[src/rtl/tdt_pkg.sv]
// ----------------------------------------------------------------------------
// tdt_pkg
// Shared sizes, codes and cell control types of the tile deduplication table.
// ----------------------------------------------------------------------------
`default_nettype none

package tdt_pkg;

  localparam int MAX_TILES  = 256;
  localparam int TILE_W     = 64;
  localparam int SLOT_W     = (MAX_TILES > 1) ? $clog2(MAX_TILES) : 1;
  localparam int CNT_W      = $clog2(MAX_TILES + 1);
  localparam int LIMIT_W    = 9;
  localparam int CMP_W      = (CNT_W > LIMIT_W) ? CNT_W : LIMIT_W;
  localparam int IDX_EXT_W  = (SLOT_W > 8) ? SLOT_W : 8;
  localparam int GRP_SIZE   = 16;
  localparam int GRP_LOC_W  = 4;
  localparam int NUM_GROUPS = (MAX_TILES + GRP_SIZE - 1) / GRP_SIZE;
  localparam int GRP_W      = (NUM_GROUPS > 1) ? $clog2(NUM_GROUPS) : 1;

  localparam logic [1:0] ACT_ADD  = 2'd0;
  localparam logic [1:0] ACT_FIND = 2'd1;
  localparam logic [1:0] ACT_LOAD = 2'd2;

  localparam logic [2:0] ST_MATCH    = 3'd0;
  localparam logic [2:0] ST_NEW      = 3'd1;
  localparam logic [2:0] ST_NOTFOUND = 3'd2;
  localparam logic [2:0] ST_FULL     = 3'd3;
  localparam logic [2:0] ST_LOADOVF  = 3'd4;

  typedef struct packed {
    logic              en;
    logic [TILE_W-1:0] word;
  } cell_cmp_t;

  typedef struct packed {
    logic              en;
    logic              key_valid;
    logic [TILE_W-1:0] word;
  } cell_wr_t;

endpackage

`default_nettype wire

[src/rtl/tdt_cell.sv]
// ----------------------------------------------------------------------------
// tdt_cell
// One table slot: stored tile, key-valid bit and a registered match flag.
// ----------------------------------------------------------------------------
`default_nettype none

module tdt_cell (
  input  wire                         clk,
  input  wire                         rst_n,
  input  wire tdt_pkg::cell_cmp_t     cmp,
  input  wire                         cmp_excl,
  input  wire tdt_pkg::cell_wr_t      wr,
  input  wire                         wr_sel,
  output logic                        match_r
);

  logic [tdt_pkg::TILE_W-1:0] tile_r;
  logic                       valid_r;

  always_ff @(posedge clk) begin
    if (!rst_n) begin
      valid_r <= 1'b0;
    end else if (wr.en && wr_sel) begin
      valid_r <= wr.key_valid;
    end
  end

  always_ff @(posedge clk) begin
    if (wr.en && wr_sel) begin
      tile_r <= wr.word;
    end
    if (cmp.en) begin
      match_r <= valid_r && !cmp_excl && (tile_r == cmp.word);
    end
  end

endmodule

`default_nettype wire

[config.mk]
export PLATFORM = sky130hd
export DESIGN_NAME = tdt_cell
export DESIGN_NICKNAME = d
export VERILOG_FILES = /design/src/rtl/tdt_pkg.sv /design/src/rtl/tdt_cell.sv
export SDC_FILE = /design/constraint.sdc
export NUM_CORES = 1
export LEC_CHECK = 0
export BUFFER_PORTS_ARGS = -buffer_cell sky130_fd_sc_hd__buf_4
export CORE_MARGIN = 2
export CORE_UTILIZATION = 40
export DETAILED_ROUTE_END_ITERATION = 6
export GPL_TIMING_DRIVEN = 0
export PLACE_DENSITY_LB_ADDON = 0.25
export SLEW_MARGIN = 15
export SYNTH_ARGS = -nofsm -noshare
export SYNTH_HDL_FRONTEND = slang
export SYNTH_SLANG_ARGS = --single-unit
[constraint.sdc]
create_clock -name clk -period 6.2 [get_ports clk]
set_input_delay 0.62 -clock clk [delete_from_list [all_inputs] [get_ports clk]]
set_output_delay 0.62 -clock clk [all_outputs]
set_load 0.05 [all_outputs]
Word-level counts from Yosys, hierarchy flattened
Cells that the tools add are included.
{"block": "word_totals", "ff_bits": 66, "input_bits": 135, "out_inout_bits": 1, "wordCells": 8}
{"block": "classes", "n_eq_ne": 1, "reduce_logical": 4}
{"operator": "64-bit == test", "n": 1}
{"operator": "1-bit logical AND", "n": 3}
{"operator": "1-bit logical NOT", "n": 1}

Longest topological paths before layout
{"block": "logic_depth", "ltp_word": 3, "mapped_depth": 5, "depth_no_buf": 5}

Worst setup path after synthesis
OpenSTA, ideal clock, no wires.
{"block": "synth_timing", "path_type": "in2reg", "from": "input wr_sel", "to": "register valid_r", "setup_time_ns": 0.122, "arrival_time_ns": 2.519, "t_required_ns": 6.078, "setup_slack_ns": 3.559, "cell_stages": 3, "n_path_buf": 0, "path_cell_list": "and2_1 -> mux2i_1 -> nor2b_1"}
{"block": "synth_via", "elab_chain_len": 1}
{"element": "start: declaration", "line_no": "tdt_cell.sv:13", "text": "input wire wr_sel,"}
{"element": "1-bit logical AND", "line_no": "tdt_cell.sv:23", "text": "end else if (wr.en && wr_sel) begin"}
{"element": "end signal: assignment", "line_no": "tdt_cell.sv:24", "text": "valid_r <= wr.key_valid;"}
{"element": "end: declaration", "line_no": "tdt_cell.sv:18", "text": "logic valid_r;"}
Every way passes these cells.
A chain may end at the register's enable or synchronous reset.

Final worst setup path
{"block": "layout_timing", "from": "input cmp[0] (netlist name)", "to": "register match_r (data pin)"}
{"block": "layout_via", "elab_chain_len": 2}
{"element": "start: declaration", "line_no": "tdt_cell.sv:10", "text": "input wire tdt_pkg::cell_cmp_t cmp,"}
{"element": "64-bit == test", "line_no": "tdt_cell.sv:33", "text": "match_r <= valid_r && !cmp_excl && (tile_r == cmp.word);"}
{"element": "1-bit logical AND", "line_no": "tdt_cell.sv:33"}
{"element": "end signal: assignment", "line_no": "tdt_cell.sv:33"}
{"element": "end: declaration", "line_no": "tdt_cell.sv:14", "text": "output logic match_r"}
Every way passes these cells.

==> qor.csv <==
stage,metric,value,unit
grt,grt_pass1_wl,8.69,mm
timing,max_freq,0.632,GHz
clocking,post_cts_buffers,0,
detailed_routing,wire_per_inst,14.5,microns
detailed_routing,ant_nets,0,
worst_setup_path,start_kind,input pin,
hold_path,hold_class,in -> reg,
timing,setup_viol,0,
placement,postPlaceCellArea,0.00387,sq mm
timing,fin_hold_ws,0.462,ns
grt,grt_pass1_vias,1990,
cells_and_area,antenna_cells,0,
detailed_routing,vias,1880,
power_and_ir_drop,leakagePower,0.00164,uW
logic_synthesis,synth.avg_cell_area,16.2,sq um
floorplan,die_area,0.00751,sq mm
logic_synthesis,synth_area_leaders,"edfxtp_1, xor2_1, xnor2_1",
logic_synthesis,synth_nets,304,
worst_setup_path,r2r_start,tile_r[0]$_DFFE_PP_,
logic_synthesis,ys_warn_count,0,
clocking,cts_tree,yes,
worst_setup_path,cp_data_arrival_time,1.74,ns
worst_setup_path,crit_type,in -> reg,
power_and_ir_drop,ir_drop,128,uV
clocking,ctsHoldBuffers,0,
timing,finalSetupTns,0,ns
cells_and_area,drive_above_1_share,47.2,%
logic_synthesis,ys_seq_elements,66,
timing,rsz0062_at_grt,no,
logic_synthesis,netlist.area_leader.share,71.4,%
power_and_ir_drop,power.total,949,uW
worst_setup_path,rr_endpoint,match_r$_DFFE_PP_,
clocking,clock_sinks,66,
worst_setup_path,r2r_slack,4.63,ns
cells_and_area,num-fill-cells,561,
timing,final-hold-violation-count,0,
clocking,clk_path_buf_depth,2,
cells_and_area,nets,451,
run,maxCapViolCount,0,
floorplan,dieWidth,86.7,microns
worst_setup_path,critical_path_peak_fanout,1,
status,outcome,"complete, no violations",
timing,fin_crit_sh,25.5,%
logic_synthesis,synth_cell_types,22,
timing,skew,0.00419,ns
timing,slew_headroom,70.3,%
clocking,clkLatencyLatePin,0.33,ns
floorplan,fp-row-count,30,
detailed_routing,dr.pass1.iters,5,
worst_setup_path,critPathRequiredTime,6.36,ns
timing,tightest_slew,0.434,ns
placement,gp_congestion,0.767,
detailed_routing,drtIter0Drc,63,
clocking,cts_buffers,9,
logic_synthesis,yosysSeqAreaShare,72.1,%
timing,layout_min_cycle_time,1.58,ns
cells_and_area,fin_area,0.00402,sq mm
power_and_ir_drop,pwr_density_cell,236,mW/mm^2
logic_synthesis,synth_top_area_cell,edfxtp_1,
detailed_routing,drcViolationCount,0,
clocking,ctsRootBufferMaster,clkbuf_8,
cells_and_area,synthToLayoutAreaGrowth,47.1,%
floorplan,io_pins,136,
grt,antenna_found_initial,0,
worst_setup_path,cp-end-kind,register,
placement,port_buffers,135,
grt,grt_max_degree,39,
floorplan,core,0.00672,sq mm
timing,slew_viol_final,0,
placement,hpwl,4.58,mm
floorplan,initial_core_util,40.7,%
worst_setup_path,reg2reg_depth,5,
cells_and_area,postLayoutCoreUtil,59.9,%
worst_setup_path,critPathCapture,match_r$_DFFE_PP_,
detailed_routing,viasPerCell,4.70,
detailed_routing,finalWirelength,5.81,mm
clocking,path_clk_slew,0.07,ns
worst_setup_path,cp-startpoint,cmp[0],
clocking,cts_htree_levels,3,
grt,gr-usage-all-layers,15.9,%
clocking,post_cts_resized,0,
logic_synthesis,syn_area,0.00273,sq mm
logic_synthesis,syn_inst,169,
floorplan,die_y,86.7,microns
grt,grt-ovfl-total,0,
synth_stat cells:
master      n
a2111oi_0   1
a221oi_1    1
a222oi_1    1
a22o_1      2
and2_1      1
dfxtp_1     1
edfxtp_1   65
inv_1      13
mux2i_1     1
nand2_1     1
nand3_1     2
nand4_1     7
nor2_1      2
nor2b_1     1
nor3_1      1
nor4_1      9
nor4_2      1
o2111ai_1   1
o22ai_1     4
o2bb2ai_1   2
xnor2_1    23
xor2_1     29
per-stage QoR:
| step | setup WS [ns] | cells |
|---|---|---|
| 6_report | 4.62 | 400 |
| 5_1_grt | 4.50 | 400 |
| 4_1_cts | 4.58 | 400 |
| 3_5_place_dp | 4.23 | 385 |
| 3_3_place_gp | 2.86 | 384 |
| 2_1_floorplan | 3.56 | 169 |
cell families after synthesis:
logic type	share of synthesized area (%)
flops	72.1
buf+inv	1.79
simple gates	5.54
mux	0.366
compound gates	3.52
xor+xnor	16.7
layout make-up:
cell class	count	area (sq um)	share of cell area [%]
clock buffer	11	131	3.27
tap	80	100	2.49
timing repair buffer	136	1030	25.7
clock inverter	4	20.0	0.498
inverter	13	48.8	1.21
sequential	66	1970	49.0
multi-input combinational	90	716	17.8
per-layer routing:
layer / GRT usage, % / wire length [microns] / vias to the layer above
li1: - / - / 924
met1: 16.9 / 2140 / 862
met5: 0 / 0 / -
met4: 8.81 / 116 / 0
met3: 5.14 / 450 / 10
met2: 27.7 / 3100 / 84
where the power goes:
group | internal [uW] | switching [uW]
sequential | 524 | 12.1
combinational | 80.7 | 41.7
clock | 140 | 151
total | 745 | 204
registers in the layout, indices dropped and copies added (netlist names):
signal	cells
tile_r	64
match_r	1
valid_r	1
worst min path at each step:
stage	startpoint	endpoint	slack, ns	cells past startpoint
3_3_place_gp	valid_r$_SDFFE_PN0P_	valid_r$_SDFFE_PN0P_	0.52	2
4_1_cts	wr[30]	tile_r[30]$_DFFE_PP_	0.44	1
3_5_place_dp	valid_r$_SDFFE_PN0P_	valid_r$_SDFFE_PN0P_	0.52	2
6_report	wr[5]	tile_r[5]$_DFFE_PP_	0.46	1
5_1_grt	wr[37]	tile_r[37]$_DFFE_PP_	0.44	1
2_1_floorplan	valid_r$_SDFFE_PN0P_	valid_r$_SDFFE_PN0P_	0.48	2
critical path, cell delays in order:
cell and delay, ns:
buf_4 0.11, xnor2_1 0.17, o2111ai_1 0.12, nor4_1 0.32, nand4_1 0.18, nor4_2 0.22
placed cells by master (no fill, tap or decap), types with 2 or more instances in the layout:
cell type  synthesis  layout
buf_4              0     135
o22ai_1            4       4
clkinv_2           0       4
clkbuf_8           0       9
xor2_1            29      29
clkbuf_1           0       2
xnor2_1           23      23
nand4_1            7       7
o2bb2ai_1          2       2
inv_1             13      13
a22o_1             2       2
nor2_1             2       2
nor4_1             9       9
nand3_1            2       2
edfxtp_1          65      65
(Power assumes the default switching activity.)
