`src/rtl/tdt_pkg.sv`:
```
// ----------------------------------------------------------------------------
// tdt_pkg
// Shared sizes, codes and cell control types of the tile deduplication table.
// ----------------------------------------------------------------------------
`default_nettype none

package tdt_pkg;

  localparam int MAX_TILES  = 256;
  localparam int TILE_W     = 64;
  localparam int SLOT_W     = (MAX_TILES > 1) ? $clog2(MAX_TILES) : 1;
  localparam int CNT_W      = $clog2(MAX_TILES + 1);
  localparam int LIMIT_W    = 9;
  localparam int CMP_W      = (CNT_W > LIMIT_W) ? CNT_W : LIMIT_W;
  localparam int IDX_EXT_W  = (SLOT_W > 8) ? SLOT_W : 8;
  localparam int GRP_SIZE   = 16;
  localparam int GRP_LOC_W  = 4;
  localparam int NUM_GROUPS = (MAX_TILES + GRP_SIZE - 1) / GRP_SIZE;
  localparam int GRP_W      = (NUM_GROUPS > 1) ? $clog2(NUM_GROUPS) : 1;

  localparam logic [1:0] ACT_ADD  = 2'd0;
  localparam logic [1:0] ACT_FIND = 2'd1;
  localparam logic [1:0] ACT_LOAD = 2'd2;

  localparam logic [2:0] ST_MATCH    = 3'd0;
  localparam logic [2:0] ST_NEW      = 3'd1;
  localparam logic [2:0] ST_NOTFOUND = 3'd2;
  localparam logic [2:0] ST_FULL     = 3'd3;
  localparam logic [2:0] ST_LOADOVF  = 3'd4;

  typedef struct packed {
    logic              en;
    logic [TILE_W-1:0] word;
  } cell_cmp_t;

  typedef struct packed {
    logic              en;
    logic              key_valid;
    logic [TILE_W-1:0] word;
  } cell_wr_t;

endpackage

`default_nettype wire

```
`src/rtl/tdt_prio16.sv`:
```
// ----------------------------------------------------------------------------
// tdt_prio16
// Registered lowest-set-bit pick over one group of sixteen match flags.
// ----------------------------------------------------------------------------
`default_nettype none

module tdt_prio16 (
  input  wire                                 clk,
  input  wire                                 en,
  input  wire [tdt_pkg::GRP_SIZE-1:0]         match,
  output logic                                hit_r,
  output logic [tdt_pkg::GRP_LOC_W-1:0]       loc_r
);

  logic                          hit_c;
  logic [tdt_pkg::GRP_LOC_W-1:0] loc_c;

  always_comb begin
    hit_c = 1'b0;
    loc_c = '0;
    for (int k = tdt_pkg::GRP_SIZE - 1; k >= 0; k--) begin
      if (match[k]) begin
        hit_c = 1'b1;
        loc_c = tdt_pkg::GRP_LOC_W'(k);
      end
    end
  end

  always_ff @(posedge clk) begin
    if (en) begin
      hit_r <= hit_c;
      loc_r <= loc_c;
    end
  end

endmodule

`default_nettype wire

```
`config.mk`:
```
export PLATFORM = sky130hd
export DESIGN_NAME = tdt_prio16
export DESIGN_NICKNAME = d
export VERILOG_FILES = /design/src/rtl/tdt_pkg.sv /design/src/rtl/tdt_prio16.sv
export SDC_FILE = /design/constraint.sdc
export NUM_CORES = 1
export LEC_CHECK = 0
export BUFFER_PORTS_ARGS = -buffer_cell sky130_fd_sc_hd__clkbuf_2
export CORE_AREA = 2 2 39 41
export DETAILED_ROUTE_END_ITERATION = 12
export DIE_AREA = 0 0 41 43
export HOLD_SLACK_MARGIN = 0.03
export PLACE_DENSITY = 0.64
export RECOVER_POWER = 100
export SYNTH_ARGS = -nofsm -noshare
export SYNTH_HDL_FRONTEND = slang
export SYNTH_SLANG_ARGS = --single-unit
```
`constraint.sdc`:
```
create_clock -name clk -period 1.1 [get_ports clk]
set_input_delay 0.22 -clock clk [delete_from_list [all_inputs] [get_ports clk]]
set_output_delay 0.22 -clock clk [all_outputs]
set_load 0.01 [all_outputs]
```
Word-level counts from Yosys, hierarchy flattened. Cells that the tools add are included.

Register bits after elaboration: 5. Input port bits: 18. Output and inout port bits: 5. Logic and storage cells: 25.

Multiplexer cells: 16. Reduce and logical (&&, ||, !) cells: 4.

Operators by type and width (count): 4-bit two-way mux (8); 15-bit OR reduction (1); 3-bit two-way mux (4); 8-bit OR reduction (1); 2-bit two-way mux (2); 4-bit OR reduction (1); 1-bit two-way mux (2); 2-bit OR reduction (1).

Depth between registers and ports, before layout. Gate-level depths: netlist (run 1).

Word-level depth: 15. Depth in mapped cells: 4. Mapped depth without buffers: 4.

Worst setup path after synthesis (run 1). No wires, ideal clock.

Path type: input port to flip-flop. Start point: input port match[4] (netlist name). End point: register hit_r (data pin). Setup time: 265 ps. Arrival: 885 ps. Required time: 835 ps. Setup slack: -50 ps. Stages on the path: 3. Buffers on the path: 0. Cell sequence: nor4_2 > nand3_1 > or3_1.

Cells in the longest elaborated chain, start to end: 1.

Ends and longest elaborated chain: start: declaration (RTL line tdt_prio16.sv:10) `input wire [tdt_pkg::GRP_SIZE-1:0] match,`; 15-bit OR reduction (no source line); end signal: assignment (RTL line tdt_prio16.sv:31) `hit_r <= hit_c;`; end: declaration (RTL line tdt_prio16.sv:11) `output logic hit_r,`.

Every way passes these cells. A chain may end at the register's enable or synchronous reset.

Worst setup path in the final report (run 1). Ends and elaborated chain as after synthesis.

==> flow_metrics.tcl, run 1 <==
set metrics [dict create \
    crit_type "primary input to flip-flop" \
    design_area_um2 581 \
    die_height_um 43 \
    cts_buffers 3 \
    yosys-top-cells-area "edfxtp_1 46%, nor2_1 9.3%, nand2_1 5.8%, a21oi_1 4.6%, a31oi_1 3.9%" \
    wl_per_cell_um 8.86 \
    layout_commonest_cell "clkbuf_2" \
    max_stage_delay_ns 0.31 \
    cp.arrival_ns 1.05 \
    detail_route.first_pass.iterations 4 \
    fin_crit_ns 1.07 \
    final_nets 97 \
    row_count 14 \
    worstMarginPinSlew_ns 0.245 \
    dieArea_um2 1760 \
    seq_area_um2 150 \
    max_freq_mhz 939 \
    hold_buffers 0 \
    clk_root_buffer_cell "clkbuf_4" \
    core_um2 1380 \
    drc 0 \
    viasPerCell 4.52 \
    hold_viol 0 \
    endpoint_kind "flip-flop" \
    htreeDepth 1 \
    grt_pass1_wl_mm 1.24 \
    drt-total-wl_um 833 \
    finalCritPeriodShare_pct 96.8 \
    syn_area_um2 324 \
    final_cell_mix "15 x clkbuf_2, 12 x buf_4, 9 x clkbuf_1" \
    yosys.area.top_type_share_pct 46.3 \
    cts.clk_slew.worst_paths_ns 0.04 \
    port_buffers 22 \
    num_antenna_cells 0 \
    initial_core_util_pct 23.4 \
    slew_headroom_pct 83.5 \
    worst_setup_path_start_kind "primary input" \
    grt_overflow 0 \
    outcome "finished clean" \
    critical_path.max_fanout 2 \
    drive_gt1_share_pct 41.0 \
    whs_ns 0.326 \
    yosysTopAreaCell "edfxtp_1" \
    nFillCells 151 \
    yosysWarningCount 0 \
    min_path_type "primary input to flip-flop" \
    synth.distinct_cells 17 \
    critPathSlowestCell "or3_1" \
    ys_seq_area_share_pct 46.3 \
    ir_drop_uv 302 \
    gp_congestion 0.747 \
    ys_seq_elements 5 \
    antenna_found_initial 0 \
    multi_input_area_um2 178 \
    path_cells "clkbuf_2, nor4_4, nand3_1, or3_1" \
    synth_nets 57 \
    io_pins 23 \
    grt_pass1_vias 367 \
    syn_inst 39 \
    drv_slew 0 \
    grt_max_degree 6 \
    vias 425 \
    syn2layout_area_growth_pct 79.2 \
    critPathRequiredTime_ns 1.08 \
    cts_max_path_buffers 2 \
    postPlaceCellArea_um2 561 \
    place_hpwl_um 735 \
    cts_tree "yes" \
    cap_violations 0 \
    setup_viol 0 \
    rsz0062_at_grt "true" \
    ant_nets 0 \
    grt_usage_pct 10.4 \
    post-cts-setup-buffer-count 0 \
    leakagePower_uw 0.000263 \
    cts_sinks 5 \
    drtIter0Drc 7 \
    dieWidth_um 41 \
    avgSynthCellArea_um2 8.31 \
    cellPowerDensity_nw_per_um2 982 \
]
[synthesized netlist by cell type]
library cell and number:
a21oi_1 3, a31oi_1 2, and3_1 1, edfxtp_1 5
inv_1 3, nand2_1 5, nand2b_1 1, nand3_1 2
nor2_1 8, nor3_1 1, nor4_1 1, nor4_2 1
o21ai_0 2, o22ai_1 1, o311a_1 1, o31ai_1 1
or3_1 1
[path summary, 6_finish.rpt]
path      from     to  slack (ns)  depth (start not counted)
min         en  hit_r        0.33                          1
max   match[4]  hit_r        0.03                          4
[routing by layer]
layer / routed length [um] / GRT usage, %
met1: 348 / 11.4
met2: 412 / 16.6
met3: 72 / 1.57
met4: 0 / 8.00
met5: 0 / 0
[power breakdown]
| part | switching, uW | internal (uW) | total, uW |
|---|---|---|---|
| Clock | 70.4 | 137 | 207 |
| Combinational | 65.9 | 69.4 | 135 |
| Sequential | 2.77 | 225 | 227 |
[worst max-delay path, delay by kind of cell]
family        cells  cell delay [ns]
buf+inv           1             0.11
simple gates      3             0.72
[sequential cells by signal (all words and copies together), names as in the netlist]
register	cells
loc_r	4
hit_r	1
[kinds of logic after synthesis]
group	share of synthesized area (%)
AO/OA/AOI/OAI	18.9
AND/OR/NAND/NOR	31.3
buffers and inverters	3.47
flip-flops	46.3
[layout make-up]
type | instances | area share (%)
Timing Repair Buffer | 35 | 33.6
Clock buffer | 4 | 4.53
Inverter | 3 | 1.94
Sequential cell | 5 | 25.9
Tap cell | 16 | 3.45
Multi-Input combinational cell | 31 | 30.6
[stage by stage]
| step | power, uW | cells | setup TNS [ns] | util [%] | worst slack (ns) |
|---|---|---|---|---|---|
| final | 570 | 94 | 0 | 42.0 | 0.0348 |
| after global routing | 602 | 94 | -0.0114 | 42.0 | -0.0114 |
| after global placement | 367 | 90 | -0.445 | 40.5 | -0.195 |
| after floorplan | 270 | 39 | -0.0306 | - | -0.0306 |
| after detailed placement | 370 | 90 | -0.466 | 40.5 | -0.219 |
| after CTS | 586 | 94 | 0 | 42.4 | 0.0390 |
[repair_timing]
action | CTS | global route
hold endpoints to repair | 0 | 0
endpoints found under the setup margin | 0 | 2
resized for setup | 0 | 1
Note: power is estimated with default switching activity, not from simulation.
==> inputs of run 2 (changes only) <==
--- a/config.mk
+++ b/config.mk
@@ -10,7 +10,7 @@
 export DETAILED_ROUTE_END_ITERATION = 12
 export DIE_AREA = 0 0 41 43
 export HOLD_SLACK_MARGIN = 0.03
-export PLACE_DENSITY = 0.64
+export PLACE_DENSITY = 0.62
 export RECOVER_POWER = 100
 export SYNTH_ARGS = -nofsm -noshare
 export SYNTH_HDL_FRONTEND = slang
==> constraint.sdc (replaced) <==
create_clock -name clk -period 1.35 [get_ports clk]
set_input_delay 0.27 -clock clk [delete_from_list [all_inputs] [get_ports clk]]
set_output_delay 0.27 -clock clk [all_outputs]
set_load 0.01 [all_outputs]
==> run 2 against run 1 <==
Against the previous run: worst setup slack better by 0.19 ns; combinational power down 35%; sequential share of layout area up 4.0 points; cell area down 13%; clock power down 19%.
==> flow_metrics.tcl, run 2 (synthesis gave the netlist of run 1 again) <==
set metrics [dict create \
    outcome "finished clean" \
    clk_root_buffer_cell "clkbuf_4" \
    dieArea_um2 1760 \
    top_register "loc_r" \
    place_hpwl_um 719 \
    antenna_found_initial 0 \
    p_sw_uw 106 \
    stdcell_count 86 \
    hold_buffers 0 \
    final_nets 89 \
    cts.clk_slew.worst_paths_ns 0.04 \
    grt_max_degree 6 \
    viasPerCell 4.72 \
    cts_max_path_buffers 2 \
    die_height_um 43 \
    final_cell_mix "13 x clkbuf_2, 11 x clkbuf_1, 8 x nor2_1" \
    syn2layout_area_growth_pct 55.2 \
    worst_setup_path_start_kind "primary input" \
    worstMarginPinSlew_ns 0.326 \
    drc 0 \
    internal-power_uw 335 \
    ctsResizeCount 0 \
    drv_slew 0 \
    wl_per_cell_um 9.30 \
    ir_drop_uv 152 \
    power_uw 441 \
    cellPowerDensity_nw_per_um2 877 \
    grt_usage_pct 12.2 \
    ant_nets 0 \
    endpoint_kind "flip-flop" \
    layout_commonest_cell "clkbuf_2" \
    post-cts-setup-buffer-count 0 \
    startpoint "match[4]" \
    grt_overflow 0 \
    drive_gt1_share_pct 30.0 \
    cts_sinks 5 \
    cts_tree "yes" \
    hold_viol 0 \
    largestRegisters "loc_r: 4 flops, hit_r: 1 flops" \
    dieWidth_um 41 \
    leakagePower_uw 0.000216 \
    num_antenna_cells 0 \
    slew_headroom_pct 78.1 \
    pwr-share-clk_pct 38.0 \
    setup_viol 0 \
    cts_buffers 3 \
    hp-start "en" \
    detail_route.first_pass.iterations 4 \
    grt_pass1_wl_mm 1.39 \
    finalCritPeriodShare_pct 83.1 \
    port_buffers 22 \
    drtIter0Drc 5 \
    drt-total-wl_um 800 \
    critical_path.max_fanout 2 \
    core_um2 1380 \
    cap_violations 0 \
    gp_congestion 0.793 \
    row_count 14 \
    power_frac_seq_pct 42.0 \
    cp.arrival_ns 1.10 \
    dp_cells 82 \
    rsz0062_at_grt "false" \
    htreeDepth 1 \
    vias 406 \
    power_frac_comb_pct 20.0 \
    fin_crit_ns 1.12 \
    crit_type "primary input to flip-flop" \
    max_freq_mhz 891 \
    io_pins 23 \
    switching_share_pct 24.1 \
    grt_pass1_vias 356 \
    fin_util_pct 36.3 \
    critPathRequiredTime_ns 1.33 \
    largest_reg_flops 4 \
    min_path_type "primary input to flip-flop" \
    initial_core_util_pct 23.4 \
]
## run 2: cell types whose count changed in the layout (fill, tap and decap cells not counted), sizes merged
| cell | change |
|---|---|
| buf | -8 |
## run 2: power by group through the flow
stage | Sequential (uW) | Combinational, uW | Clock [uW]
2_1_floorplan | 194 | 24.7 | 0
3_3_place_gp | 188 | 92.5 | 0
3_5_place_dp | 188 | 94.2 | 0
4_1_cts | 186 | 94.4 | 177
5_1_grt | 187 | 101 | 191
6_report | 185 | 88.1 | 168
## run 2: worst max-delay path: stages
cell and delay, ns:
clkbuf_1 0.09, nor4_2 0.32, nand3_1 0.12, or3_1 0.30
## run 2: metrics by stage
step | hold WS (ns) | worst slack, ns | setup TNS, ns | instance area, um^2
finish | 0.371 | 0.228 | 0 | 503
global route | 0.370 | 0.147 | 0 | 503
CTS | 0.312 | 0.224 | 0 | 518
detailed placement | 0.565 | -0.0352 | -0.0352 | 492
global placement | 0.562 | -0.0143 | -0.0143 | 492
floorplan | 0.382 | 0.150 | 0 | 324
## run 2: final cells by class
class | instances | area, um^2
Fill cell | 157 | 881
Multi-Input combinational cell | 31 | 163
Sequential cell | 5 | 150
Timing Repair Buffer | 27 | 133
Clock buffer | 4 | 26.3
Tap cell | 16 | 20.0
Inverter | 3 | 11.3
## run 2: path summary, 6_finish.rpt
check                       to  slack [ns]  cells past startpoint
worst max-delay path     hit_r        0.23                      4
worst min-delay path  loc_r[1]        0.37                      1
## run 2: layer usage
layer / up-vias / global-route usage (%) / wire length [um]
met4: 0 / 12.0 / 27
met2: 14 / 16.9 / 391
met1: 182 / 13.9 / 323
met5: - / 0 / 0
met3: 4 / 3.14 / 56
li1: 206 / - / -
